===== config.mk =====
export PLATFORM = sky130hd
export DESIGN_NAME = mpe_front
export DESIGN_NICKNAME = d
export VERILOG_FILES = /design/src/design/mpe_pkg.sv /design/src/design/mpe_front.sv
export SDC_FILE = /design/constraint.sdc
export NUM_CORES = 2
export LEC_CHECK = 0
export BUFFER_PORTS_ARGS = -buffer_cell sky130_fd_sc_hd__buf_2
export CORE_ASPECT_RATIO = 0.9
export CORE_MARGIN = 2
export CORE_UTILIZATION = 30
export DETAILED_ROUTE_END_ITERATION = 10
export PLACE_DENSITY = 0.54
export SLEW_MARGIN = 10
export SYNTH_ARGS = -nofsm -noshare
export SYNTH_HDL_FRONTEND = slang
export SYNTH_SLANG_ARGS = --single-unit

===== constraint.sdc =====
create_clock -name clk -period 5.3 [get_ports clk]
set_input_delay 0.53 -clock clk [delete_from_list [all_inputs] [get_ports clk]]
set_output_delay 0.53 -clock clk [all_outputs]
set_load 0.03 [all_outputs]

===== src/design/mpe_pkg.sv =====
`default_nettype none
package mpe_pkg;

	localparam int PIX_W   = 12;
	localparam int CNT_W   = 16;
	localparam int COLOR_W = 8;
	localparam int CFG_IDX_W = 3;

	localparam logic [CFG_IDX_W-1:0] CFG_ORIGIN_RE = 3'd0;
	localparam logic [CFG_IDX_W-1:0] CFG_ORIGIN_IM = 3'd1;
	localparam logic [CFG_IDX_W-1:0] CFG_STEP_RE   = 3'd2;
	localparam logic [CFG_IDX_W-1:0] CFG_STEP_IM   = 3'd3;
	localparam logic [CFG_IDX_W-1:0] CFG_MAX_ITER  = 3'd4;

	localparam logic signed [31:0] RST_ORIGIN_RE = -32'sd536870912;
	localparam logic signed [31:0] RST_ORIGIN_IM = -32'sd268435456;
	localparam logic signed [31:0] RST_STEP_RE   = 32'sd1048576;
	localparam logic signed [31:0] RST_STEP_IM   = 32'sd699050;
	localparam logic [CNT_W-1:0]   RST_MAX_ITER  = 16'd1000;

	localparam logic [CNT_W-1:0] BLACK_FROM = 16'd100;
	localparam logic [3:0]       RED_SAT    = 4'd10;
	localparam logic [6:0]       BLUE_SAT   = 7'd20;
	localparam logic [COLOR_W-1:0] FULL     = 8'd255;

	typedef struct packed {
		logic [PIX_W-1:0] pixel_x;
		logic [PIX_W-1:0] pixel_y;
	} pixel_t;

	typedef struct packed {
		logic [CNT_W-1:0]   iterations;
		logic [COLOR_W-1:0] red;
		logic [COLOR_W-1:0] green;
		logic [COLOR_W-1:0] blue;
	} result_t;

	typedef struct packed {
		logic signed [31:0] c_re;
		logic signed [31:0] c_im;
	} point_t;

	typedef struct packed {
		logic signed [31:0] origin_re;
		logic signed [31:0] origin_im;
		logic signed [31:0] step_re;
		logic signed [31:0] step_im;
		logic [CNT_W-1:0]   max_iter;
	} cfg_t;

	typedef struct packed {
		logic push;
	} q_ctl_t;

endpackage
`default_nettype wire


===== src/design/mpe_front.sv =====
`default_nettype none
module mpe_front import mpe_pkg::*; #(
	parameter int COORD_BITS = 12
) (
	input  logic   clk,
	input  logic   arst_n,
	input  cfg_t   cfg,
	input  logic   in_valid,
	output logic   in_ready,
	input  pixel_t in_data,
	output q_ctl_t qctl,
	input  logic   q_full,
	output point_t q_data
);

	localparam int PRW  = PIX_W + 33;
	localparam int SUMW = PRW + 1;
	localparam logic [PIX_W-1:0] PX_MASK =
		(COORD_BITS >= PIX_W) ? {PIX_W{1'b1}} : PIX_W'((1 << COORD_BITS) - 1);

	logic                  valid_s1;
	logic signed [PRW-1:0] prod_re_s1;
	logic signed [PRW-1:0] prod_im_s1;
	logic [PIX_W-1:0]      px;
	logic [PIX_W-1:0]      py;
	logic signed [SUMW-1:0] sum_re;
	logic signed [SUMW-1:0] sum_im;

	function automatic logic signed [31:0] sat32(input logic signed [SUMW-1:0] v);
		logic [SUMW-32:0] hi;
		hi = v[SUMW-1:31];
		if (hi == '0 || hi == '1) begin
			return v[31:0];
		end else if (v[SUMW-1]) begin
			return {1'b1, 31'd0};
		end else begin
			return {1'b0, {31{1'b1}}};
		end
	endfunction

	assign px = in_data.pixel_x & PX_MASK;
	assign py = in_data.pixel_y & PX_MASK;
	assign in_ready = !valid_s1 || !q_full;
	assign qctl.push = valid_s1 && !q_full;

	always_ff @(posedge clk or negedge arst_n) begin
		if (!arst_n) begin
			valid_s1 <= 1'b0;
		end else if (in_ready) begin
			valid_s1 <= in_valid;
		end
	end

	always_ff @(posedge clk) begin
		if (in_ready && in_valid) begin
			prod_re_s1 <= PRW'($signed({1'b0, px}) * cfg.step_re);
			prod_im_s1 <= PRW'($signed({1'b0, py}) * cfg.step_im);
		end
	end

	always_comb begin
		sum_re = SUMW'(prod_re_s1) + SUMW'(cfg.origin_re);
		sum_im = SUMW'(prod_im_s1) + SUMW'(cfg.origin_im);
		q_data.c_re = sat32(sum_re);
		q_data.c_im = sat32(sum_im);
	end

endmodule
`default_nettype wire


Word level (Yosys, flattened, before mapping)
Index checks and enable logic that the tools add are counted.

Add/subtract/negate cells: 2. Multipliers: 2. Eq/ne operators: 2. Multiplexer cells: 4. Reductions and logical operators: 9.

Operator list (count): $mux W32 (4); $add A45 B32 Y46 (2); $mul A13 B32 Y45 (2); $eq A15 B15 Y1 const B (2); $logic_not A15 Y1 (2); $logic_or A1 B1 Y1 (3); $logic_and A1 B1 Y1 (2); $logic_not A1 Y1 (2).

Register bits: 91. Input port bits: 172. Output and inout bits: 66. Logic and storage cells: 22.

Longest topological paths before layout
Depth after elaboration: 4. Mapped depth: 25. Mapped depth without buffers: 24.

Worst setup path after synthesis
Ideal clock, no wire load.

Path type: in2reg. From: input port cfg[35] in the netlist's numbering. To: register prod_im_s1[44] (data pin). Library setup time: 260 ps. Arrival time: 6081 ps. Path slack: -1041 ps. Stages on the path: 23. Path buffers: 1. Path through: clkbuf_1 > and2_1 > fa_1 > inv_1 > fa_1 > inv_1 > fa_1 > fa_1 > inv_1 > fa_1 > inv_1 > ha_1 > a21o_1 > a21o_1 > a21oi_1 > o221ai_1 > a311o_1 > a41oi_1 > o211ai_1 > a31oi_1 > o21ai_0 > a311o_1 > xnor2_1.

Cells in the longest elaborated chain, start to end: 1.

Ends and longest elaborated chain: start: declaration (RTL line mpe_front.sv:7) `input cfg_t cfg,`; $mul A13 B32 Y45 (RTL line mpe_front.sv:57) `prod_im_s1 <= PRW'($signed({1'b0, py}) * cfg.step_im);`; end signal: assignment (RTL line mpe_front.sv:57); end: declaration (RTL line mpe_front.sv:23) `logic signed [PRW-1:0] prod_im_s1;`.

No other way between the ends. A chain may end at the register's enable or synchronous reset.

Final worst setup path
From: input port in_data[14] in the netlist's numbering. To: register prod_re_s1[43] (data pin).

Cells in the longest elaborated chain, start to end: 1.

Ends and longest elaborated chain: start: declaration (RTL line mpe_front.sv:10) `input pixel_t in_data,`; $mul A13 B32 Y45 (RTL line mpe_front.sv:56) `prod_re_s1 <= PRW'($signed({1'b0, px}) * cfg.step_re);`; end signal: assignment (RTL line mpe_front.sv:56); end: declaration (RTL line mpe_front.sv:22) `logic signed [PRW-1:0] prod_re_s1;`.

No other way between the ends.

==> key figures <==
Detailed routing
  • DRC: 0
  • Routed Antenna Nets: 0
  • TritonRoute pass-1 iters: 5
  • First-iteration detailed-routing DRC count: 1,352
  • Vias post-DR: 28,748
  • DR WL/cell: 15.4 um
  • Detailed-route wire length: 96.5 mm
  • Vias/cell: 4.59

Synthesis
  • Yosys warnings: 0
  • Synth Area per Inst: 8.64 um^2
  • Mux share of post-synthesis cell area: 0.0110
  • Seq/Total Area, Yosys: 0.0771
  • Synth Area in Simple Gates: 0.171
  • Yosys cell types: 84
  • Post-synth ARST share: 0.0110
  • Largest family of logic cells by synthesized area: adder cells
  • Cell count after synthesis: 4,095
  • Predominant post-synthesis flop cell: edfxtp_1
  • Synth Area in Compound Gates: 0.102
  • Number of synthesized flops with an enable pin: 90
  • Cell area after synthesis: 35,400 um^2
  • Adder-Cell Fraction of Synth Area: 0.485
  • Syn nets: 5,233
  • Synthesized flop and latch total: 91
  • Post-Synth XOR/XNOR Area: 0.0389

CTS
  • Worst-case clock buffer depth: 2
  • CTS root buffer: clkbuf_16
  • CTS tree: built
  • Htree depth: 3
  • Worst skew pair latency: 390 ps
  • Num CTS Buffers: 9
  • CTS clk-pin slew, worst paths: 80 ps
  • Clock Sinks: 91

Critical path
  • Crit Path Max Fanout: 6
  • Most Frequent Cell on Critical Path: fa_1
  • Slowest cell on the critical path: fa_1
  • CP Buf/Inv Count: 7
  • CP Data Required Time: 5450 ps
  • CP delay by family, top: adder cells
  • Crit. End Element: register
  • CP startpoint kind: primary input
  • CP max stage delay: 510 ps
  • WP data arrival: 5830 ps
  • Critical path class: in2reg

Global routing
  • Initial antenna violation count: 29
  • First-pass GRT wire length: 157 mm
  • Vias in the first global route: 29,760
  • Congestion Overflow GR: 0
  • GRT Util Overall: 0.159
  • Largest net degree at the start of global routing: 47

Floorplanning
  • Core area: 117,000 um^2
  • Initial Util: 0.302
  • Chip Width: 366 um
  • # IOs: 238
  • Row count: 119
  • Die ar.: 121,000 um^2
  • Die H: 330 um

STA
  • Setup Skew: 24.1 ps
  • Worst Tran Pin Value: 677 ps
  • Max Transition Viols Final: 0
  • Min Tclk post-route: 5680 ps
  • Unrepaired setup endpoints after global routing: true
  • Setup violations, final: 35
  • Max Freq: 0.176 GHz
  • Final worst setup slack: -378 ps
  • Rel. slew slack: 0.549
  • Post-route setup TNS: -6530 ps
  • Hold Vio Cnt, Final: 0
  • Worst hold slack: 341 ps
  • Final worst-path cycle share: 1.07

Place
  • RD Place Congestion: 0.868
  • Placed inst area: 42,000 um^2
  • Final HPWL DP: 83.9 mm
  • PortBufs: 221

Cells and area
  • Post-route cell area: 44,600 um^2
  • Fill count: 11,951
  • Layout area overhead: 25.9%
  • Most common cell after layout, fill and taps aside: inv_1
  • Most frequent cells in the layout: inv_1 (842), fa_1 (657), nand2_1 (519)
  • Share of cells above drive strength 1: 0.232
  • Final layout net count: 5,815

Outcome
  • Failing checks: setup timing
  • Outcome: finished, violations left

Flow run
  • MaxCap Viol Count: 0

Worst hold path
  • Hold crit path type: in2reg
==> worst paths after layout <==
kind	slack [ps]	end	depth (start not counted)	start
setup / recovery	-380	prod_re_s1[43]	26	in_data[14]
hold / removal	340	valid_s1	2	in_valid
setup reg to reg	3190	prod_im_s1[41]	3	valid_s1
hold reg to reg	540	valid_s1	2	valid_s1
max in group asynchronous	4790	valid_s1	2	arst_n
min in group asynchronous	430	valid_s1	2	arst_n
==> metal layers <==
layer | track usage | part of all wire
met4 | 0.0367 | 0.019
met2 | 0.259 | 0.46
met5 | 0 | 0.00068
met3 | 0.0142 | 0.034
met1 | 0.228 | 0.49
==> cells in the mapped netlist, types with 5 or more instances <==
master,number,area share
a2111oi_0,8,0.0020
a211oi_1,17,0.0036
a21boi_0,7,0.0015
a21o_1,108,0.023
a21o_2,5,0.0012
a21oi_1,162,0.023
a31oi_1,23,0.0041
and2_1,367,0.065
and3_1,20,0.0035
and4_1,6,0.0015
clkbuf_1,174,0.018
edfxtp_1,90,0.076
fa_1,678,0.38
ha_1,288,0.10
inv_1,880,0.093
mux2i_1,39,0.011
nand2_1,535,0.057
nand2b_1,19,0.0034
nand3_1,38,0.0054
nand4_1,33,0.0058
nor2_1,107,0.011
nor2b_1,22,0.0039
nor3_1,29,0.0041
nor4_1,13,0.0023
o211ai_1,18,0.0038
o21a_1,20,0.0042
o21ai_0,84,0.012
o21bai_1,24,0.0051
o221ai_1,8,0.0020
o31ai_1,12,0.0025
or2_2,9,0.0016
or3_1,7,0.0012
xnor2_1,105,0.026
xor2_1,52,0.013
==> state kept, by name (all words and copies together), names as in the netlist <==
signal      count
prod_re_s1     45
prod_im_s1     45
valid_s1        1
==> final cells by class <==
class	count	area [um^2]	share of cell area
multi-input cells	2938	30100	0.676
repair buffers	757	6140	0.138
inverters	880	3300	0.0741
flip-flops and latches	91	2730	0.0612
well taps	1573	1970	0.0442
clock buffers	9	225	0.00506
clock inverters	6	57.6	0.00129
diodes	10	25.0	0.000562
==> kinds of logic after synthesis <==
| group | count (synthesis) |
|---|---|
| compound gates | 547 |
| flops | 91 |
| fa+ha+maj | 966 |
| mux | 39 |
| xor+xnor | 157 |
| simple gates | 1227 |
| buf+inv | 1068 |
==> repair_timing <==
action	in CTS	in global routing
hold endpoints to repair	1	0
gates cloned	3	4
buffers inserted	40	36
hold buffers	1	0
endpoints found under the setup margin	98	106
gates resized for setup	217	223
pin swaps	123	156
==> through the flow <==
| stage | worst slack (ps) | std cells | utilization |
|---|---|---|---|
| 2_1_floorplan | -590 | 4095 | - |
| 3_3_place_gp | -956 | 6171 | 0.359 |
| 3_5_place_dp | -1020 | 6171 | 0.359 |
| 4_1_cts | -382 | 6228 | 0.371 |
| 5_1_grt | -596 | 6261 | 0.381 |
| 6_report | -378 | 6264 | 0.381 |
Power is not shown: default switching activity piles up to over one toggle a cycle in this logic, so the estimate is an artifact.
