<file path="config.mk">
export PLATFORM = sky130hd
export DESIGN_NAME = mpe_queue
export DESIGN_NICKNAME = d
export VERILOG_FILES = /design/src/design/mpe_pkg.sv /design/src/design/mpe_queue.sv
export SDC_FILE = /design/constraint.sdc
export NUM_CORES = 1
export LEC_CHECK = 0
export BUFFER_PORTS_ARGS = -buffer_cell sky130_fd_sc_hd__buf_2
export CAP_MARGIN = 20
export CORE_MARGIN = 2
export CORE_UTILIZATION = 45
export CTS_BUF_LIST = sky130_fd_sc_hd__clkbuf_8
export CTS_CLUSTER_DIAMETER = 100
export DETAILED_ROUTE_END_ITERATION = 7
export MAX_ROUTING_LAYER = met4
export PLACE_DENSITY = 0.82
export SKIP_LAST_GASP = 1
export SLEW_MARGIN = 20
export SYNTH_ARGS = -nofsm -noshare
export SYNTH_HDL_FRONTEND = slang
export SYNTH_SLANG_ARGS = --single-unit
</file>
<file path="constraint.sdc">
create_clock -name clk -period 5.4 [get_ports clk]
set_input_delay 0 -clock clk [delete_from_list [all_inputs] [get_ports clk]]
set_output_delay 0 -clock clk [all_outputs]
set_load 0.05 [all_outputs]
</file>
<file path="src/design/mpe_pkg.sv">
`default_nettype none
package mpe_pkg;

	localparam int PIX_W   = 12;
	localparam int CNT_W   = 16;
	localparam int COLOR_W = 8;
	localparam int CFG_IDX_W = 3;

	localparam logic [CFG_IDX_W-1:0] CFG_ORIGIN_RE = 3'd0;
	localparam logic [CFG_IDX_W-1:0] CFG_ORIGIN_IM = 3'd1;
	localparam logic [CFG_IDX_W-1:0] CFG_STEP_RE   = 3'd2;
	localparam logic [CFG_IDX_W-1:0] CFG_STEP_IM   = 3'd3;
	localparam logic [CFG_IDX_W-1:0] CFG_MAX_ITER  = 3'd4;

	localparam logic signed [31:0] RST_ORIGIN_RE = -32'sd536870912;
	localparam logic signed [31:0] RST_ORIGIN_IM = -32'sd268435456;
	localparam logic signed [31:0] RST_STEP_RE   = 32'sd1048576;
	localparam logic signed [31:0] RST_STEP_IM   = 32'sd699050;
	localparam logic [CNT_W-1:0]   RST_MAX_ITER  = 16'd1000;

	localparam logic [CNT_W-1:0] BLACK_FROM = 16'd100;
	localparam logic [3:0]       RED_SAT    = 4'd10;
	localparam logic [6:0]       BLUE_SAT   = 7'd20;
	localparam logic [COLOR_W-1:0] FULL     = 8'd255;

	typedef struct packed {
		logic [PIX_W-1:0] pixel_x;
		logic [PIX_W-1:0] pixel_y;
	} pixel_t;

	typedef struct packed {
		logic [CNT_W-1:0]   iterations;
		logic [COLOR_W-1:0] red;
		logic [COLOR_W-1:0] green;
		logic [COLOR_W-1:0] blue;
	} result_t;

	typedef struct packed {
		logic signed [31:0] c_re;
		logic signed [31:0] c_im;
	} point_t;

	typedef struct packed {
		logic signed [31:0] origin_re;
		logic signed [31:0] origin_im;
		logic signed [31:0] step_re;
		logic signed [31:0] step_im;
		logic [CNT_W-1:0]   max_iter;
	} cfg_t;

	typedef struct packed {
		logic push;
	} q_ctl_t;

endpackage
`default_nettype wire

</file>
<file path="src/design/mpe_queue.sv">
`default_nettype none
module mpe_queue import mpe_pkg::*; (
	input  logic   clk,
	input  logic   arst_n,
	input  q_ctl_t qctl,
	input  point_t wr_data,
	output logic   full,
	input  logic   pop,
	output logic   empty,
	output point_t rd_data
);

	point_t     mem [2];
	logic       wr_ptr_q;
	logic       rd_ptr_q;
	logic [1:0] count_q;

	assign full    = (count_q == 2'd2);
	assign empty   = (count_q == 2'd0);
	assign rd_data = mem[rd_ptr_q];

	always_ff @(posedge clk) begin
		if (qctl.push) begin
			mem[wr_ptr_q] <= wr_data;
		end
	end

	always_ff @(posedge clk or negedge arst_n) begin
		if (!arst_n) begin
			wr_ptr_q <= 1'b0;
			rd_ptr_q <= 1'b0;
			count_q  <= 2'd0;
		end else begin
			if (qctl.push) begin
				wr_ptr_q <= !wr_ptr_q;
			end
			if (pop) begin
				rd_ptr_q <= !rd_ptr_q;
			end
			if (qctl.push && !pop) begin
				count_q <= count_q + 2'd1;
			end else if (pop && !qctl.push) begin
				count_q <= count_q - 2'd1;
			end
		end
	end

endmodule
`default_nettype wire

</file>
# Yosys cells after proc, flatten, opt, wreduce, memory -nomap -nowiden
# Memories as Yosys holds them, arrays and structs flattened.
# Index checks and enable logic that the tools add are counted.
# Widths: inputs -> output; s select.
[op_classes]
div = 0
n_reduce_logical = 8
eq_ne = 1
shifts = 0
magnitude_cmp = 0
mul = 0
n_mux = 4
bitwise_logic = 0
n_addsub = 2
[ops]
columns = ["op", "n"]
rows = [
  ["$logic_not 1->1", 4],
  ["$mux 2", 2],
  ["$add 2x1->2 const B", 1],
  ["$eq 2x2->1 const B", 1],
  ["$logic_and 1x1->1", 2],
  ["$logic_not 2->1", 1],
  ["$mux 1", 2],
  ["$reduce_bool 2->1", 1],
  ["$sub 2x1->2 const B", 1],
]
[word_totals]
out_inout_bits = 66
rom_bits = 0
latchBits = 0
memories = 1
reg_bits = 4
elab_cells = 19
ram_bits = 128
in_bits = 68
[mem_list]
columns = ["name", "words", "word_bits", "read_ports", "rd_clocked_by_memory_dff", "write_ports", "line_no", "source"]
rows = [
  ["mem", 2, 64, 1, 0, 1, "mpe_queue.sv:13", "point_t mem [2];"],
]

# Longest topological paths before layout
[depth]
word_depth = 4
mapped_depth = 5
depth_no_buf = 5

# Worst setup path before layout
# OpenSTA, ideal clock, no wires.
[synth_timing]
kind = "register to register"
from = "register wr_ptr_q"
to = "memory mem[0][0] in the netlist's numbering (enable)"
arrival_time_ns = 3.247
slack_ns = 1.659
required_time_ns = 4.906
stages_incl_launch_ff = 2
setup_time_ns = 0.494
synth_period_minus_slack_ns = 3.741
path_cell_list = "dfrtp_1 nor2b_1"
[synth_lines]
columns = ["element", "line_no", "source"]
rows = [
  ["start: declaration", "mpe_queue.sv:14", "logic wr_ptr_q;"],
  ["start signal: assignment", "mpe_queue.sv:35", "wr_ptr_q <= !wr_ptr_q;"],
  ["end: declaration", "mpe_queue.sv:13", ""],
]
# No word-level cell before the write port.

==> tab_implementation.tex <==
\begin{tabular}{lr}
\hline
Metric & Value \\
\hline
\multicolumn{2}{l}{\textbf{Run status}} \\
Result of the run & complete, no violations \\
\multicolumn{2}{l}{\textbf{Clocking}} \\
Number of buffers added for setup after CTS & 0 \\
Count of H-tree levels built during CTS & 4 \\
Root buffer cell & sky130\_fd\_sc\_hd\_\_clkbuf\_8 \\
Clock slew at reported path FFs & 0.07 ns \\
Cells resized by post-CTS repair & 0 \\
Clock tree from TritonCTS & built \\
Clock insertion delay at the later pin of the skew report & 0.41 ns \\
Number of buffers added by the clock tree synthesis step & 17 \\
Total clock sinks & 132 \\
Clock Tree Buf Depth & 2 \\
\multicolumn{2}{l}{\textbf{Global route}} \\
Global-route usage over all layers & $\sim$16\% \\
Vias in the first global route & 2963 \\
Antenna violations before repair & 0 \\
Total congestion overflow & 0 \\
First-pass GRT wire length & roughly 13 mm \\
Largest net degree at the start of global routing & between 60 and 70 \\
\multicolumn{2}{l}{\textbf{Setup path}} \\
Critical path fanouts, max & 36 \\
Critical path startpoint category & flop \\
CP Data Required Time & roughly 5.4 ns \\
Endpoint arrival time on the critical path & between 2 and 2.5 ns \\
Category of the most critical setup path & flop to primary output \\
Endpoint class of the critical path & primary output \\
R2R cell count & 2 \\
\multicolumn{2}{l}{\textbf{Layout}} \\
Antenna cells & 0 \\
Final non-filler cell total & 580 \\
Number of nets at the end of the flow & 499 \\
Proportion of layout cells with a drive suffix above 1 & 51.1\% \\
Filler cell count in the final layout & between 700 and 800 \\
Final standard cell area without fillers & around 7000 um\^{}2 \\
Synth-to-Final Area Change & 35.7\% \\
\multicolumn{2}{l}{\textbf{Yosys}} \\
Synth top cells by count & sky130\_fd\_sc\_hd\_\_edfxtp\_1 (128), sky130\_fd\_sc\_hd\_\_mux2\_4 (50), sky130\_fd\_sc\_hd\_\_mux2\_2 (14), sky130\_fd\_sc\_hd\_\_buf\_6 (6) \\
Number of enable flip-flop cells after synthesis & between 100 and 150 \\
Leading register cell type out of synthesis & sky130\_fd\_sc\_hd\_\_edfxtp\_1 \\
Sequential-to-total area share from yosys stat & 78.7\% \\
Most repeated cell in the gate-level netlist after synthesis & sky130\_fd\_sc\_hd\_\_edfxtp\_1 \\
Synthesized netlist cell count & 215 \\
Number of nets in the synthesized netlist & 284 \\
\#FFs+latches synth & approximately 130 \\
Fraction of registers with async set or reset after synthesis & 3.03\% \\
Total of warnings raised by yosys & 0 \\
Share of Yosys cell area claimed by the top area cell type & 76.7\% \\
Syn avg cell area & 23.3 um\^{}2 \\
Library cell with the largest summed area after synthesis & sky130\_fd\_sc\_hd\_\_edfxtp\_1 \\
Post-synth design cell area & 5010 um\^{}2 \\
Cell variety after synth & 13 \\
Synth top area cells & sky130\_fd\_sc\_hd\_\_edfxtp\_1 (77\%), sky130\_fd\_sc\_hd\_\_mux2\_4 (15\%), sky130\_fd\_sc\_hd\_\_mux2\_2 (3.1\%) \\
\multicolumn{2}{l}{\textbf{STA}} \\
Final critical-path setup slack & about 3.3 ns \\
Number of failing hold endpoints at the final stage & 0 \\
Setup clock skew after layout & 0.00584 ns \\
Minimum period implied by the final worst setup slack & about 2.1 ns \\
Max-slew violations & 0 \\
Setup Viol. Count Final & 0 \\
Maximum clock rate & 480 MHz \\
RSZ-0062 raised after global routing & false \\
Worst-Margin Slew & 0.891 ns \\
Max transition margin & 40.6\% \\
Setup total negative slack & 0 ns \\
Final critical-path share of the clock period & 38.6\% \\
\multicolumn{2}{l}{\textbf{Power}} \\
Power per cell area & 549 nW/um\^{}2 \\
Standby leakage power & $\sim$0.0028 uW \\
Largest vdd supply drop & between 0.0003 and 0.0004 V \\
\multicolumn{2}{l}{\textbf{Floorplan}} \\
Chip height & $\sim$110 um \\
Initial core utilization & 46.2\% \\
Row count & 38 \\
I/O pin count & 134 \\
Placeable core region & 10800 um\^{}2 \\
Die Span X & 110 um \\
Floorplan die area & 12000 um\^{}2 \\
\multicolumn{2}{l}{\textbf{Job}} \\
Max-capacitance violation count & 0 \\
\multicolumn{2}{l}{\textbf{Hold path}} \\
Hold Path Class & primary input to flop \\
WHS Path Cells & 2 \\
\multicolumn{2}{l}{\textbf{Route}} \\
First DRT Iteration DRCs & 112 \\
Antenna viol nets, final & 0 \\
Number of detailed-routing iterations run before antenna repair & 4 \\
Drt via density & 4.72 \\
Residual DRC count & 0 \\
Average detailed-routed wire length per instance & 15.8 um \\
Total Wirelength & 9.17 mm \\
Vias after detailed routing & 2738 \\
\multicolumn{2}{l}{\textbf{Placement}} \\
Quantity of I/O buffers inserted on ports & 133 \\
Dpl cells & 482 \\
DPL Wire Length & 5.12 mm \\
Worst slack, placed & 3.55 ns \\
GPL Wtd Cong & 0.693 \\
Placed standard-cell area & 5800 um\^{}2 \\
\hline
\end{tabular}
[per-stage QoR]
stage	util, %	hold WS, ns	total power [uW]
floorplan	-	-0.296	2820
global placement	53.5	-0.190	3060
detailed placement	53.5	-0.190	3090
CTS	62.5	0.273	3750
global route	62.7	0.277	3880
finish	62.7	0.305	3730
[worst max-delay path, cell delays in order (launching register included)]
cell	delay, ns
sky130_fd_sc_hd__dfrtp_4	0.76
sky130_fd_sc_hd__buf_16	0.32
sky130_fd_sc_hd__mux2_2	0.36
sky130_fd_sc_hd__buf_2	0.21
[cell type report]
class | count | area (um^2) | share of cell area, %
Timing Repair Buffer | 203 | 1380 | 20.3
Multi-Input combinational cell | 75 | 1000 | 14.7
Inverter | 1 | 3.75 | 0.0552
Tap cell | 140 | 175 | 2.58
Clock inverter | 12 | 55.1 | 0.810
Sequential cell | 132 | 3950 | 58.1
Clock buffer | 17 | 234 | 3.44
[flip-flops by register name (all words and copies together), names as in the netlist]
| name | flops |
|---|---|
| mem | 128 |
| rd_ptr_q | 1 |
| count_q | 2 |
| wr_ptr_q | 1 |
[kinds of logic (layout without fill, tap and decap cells)]
logic type                 after synthesis  count (layout)  synth area share (%)
xor gates and xnor gates                 5               5                 0.874
buffers and inverters                    8             233                  1.52
DFF                                    132             132                  78.7
muxes                                   64              64                  18.1
adders and majority gates                1               1                 0.250
and+or+nand+nor                          5               5                 0.524
[repair_timing]
item                                   in CTS  in global routing
setup endpoints to repair                   0                  0
endpoints found under the hold margin     135                  0
hold buffers                               68                  0
[power by group]
part           total [uW]  internal, uW  switching [uW]
Sequential           1480          1370             111
Clock                 626           294             332
Combinational        1630           541            1090
Total                3730          2200            1530
[layout by cell type, fill, tap and decap left out, types with 2 or more instances in the layout]
master and count:
sky130_fd_sc_hd__buf_2 133, sky130_fd_sc_hd__edfxtp_1 128, sky130_fd_sc_hd__dlygate4sd3_1 68, sky130_fd_sc_hd__mux2_4 50
sky130_fd_sc_hd__clkbuf_8 17, sky130_fd_sc_hd__mux2_2 14, sky130_fd_sc_hd__inv_1 5, sky130_fd_sc_hd__clkinv_2 5
sky130_fd_sc_hd__xor2_1 4, sky130_fd_sc_hd__dfrtp_1 3, sky130_fd_sc_hd__nor2_1 2, sky130_fd_sc_hd__clkinv_1 2
[worst paths after layout]
kind,start,to,slack [ns]
min reg2reg,count_q[1]$_DFFE_PN0P_,count_q[1]$_DFFE_PN0P_,0.50
min in group asynchronous,arst_n,count_q[1]$_DFFE_PN0P_,0.49
max,rd_ptr_q$_DFFE_PN0P_,rd_data[61],3.32
max in group asynchronous,arst_n,rd_ptr_q$_DFFE_PN0P_,4.71
min,wr_data[40],mem[0][40]$_DFFE_PP_,0.31
max reg2reg,wr_ptr_q$_DFFE_PN0P_,mem[0][47]$_DFFE_PP_,3.76
[routing by layer]
layer,up-vias,routed length [um],GRT usage (%)
li1,1276,-,-
met1,1339,3500,15.7
met2,100,4970,27.7
met3,23,510,5.10
met4,0,187,8.23
met5,-,0,-
Note: power is estimated with default switching activity, not from simulation.
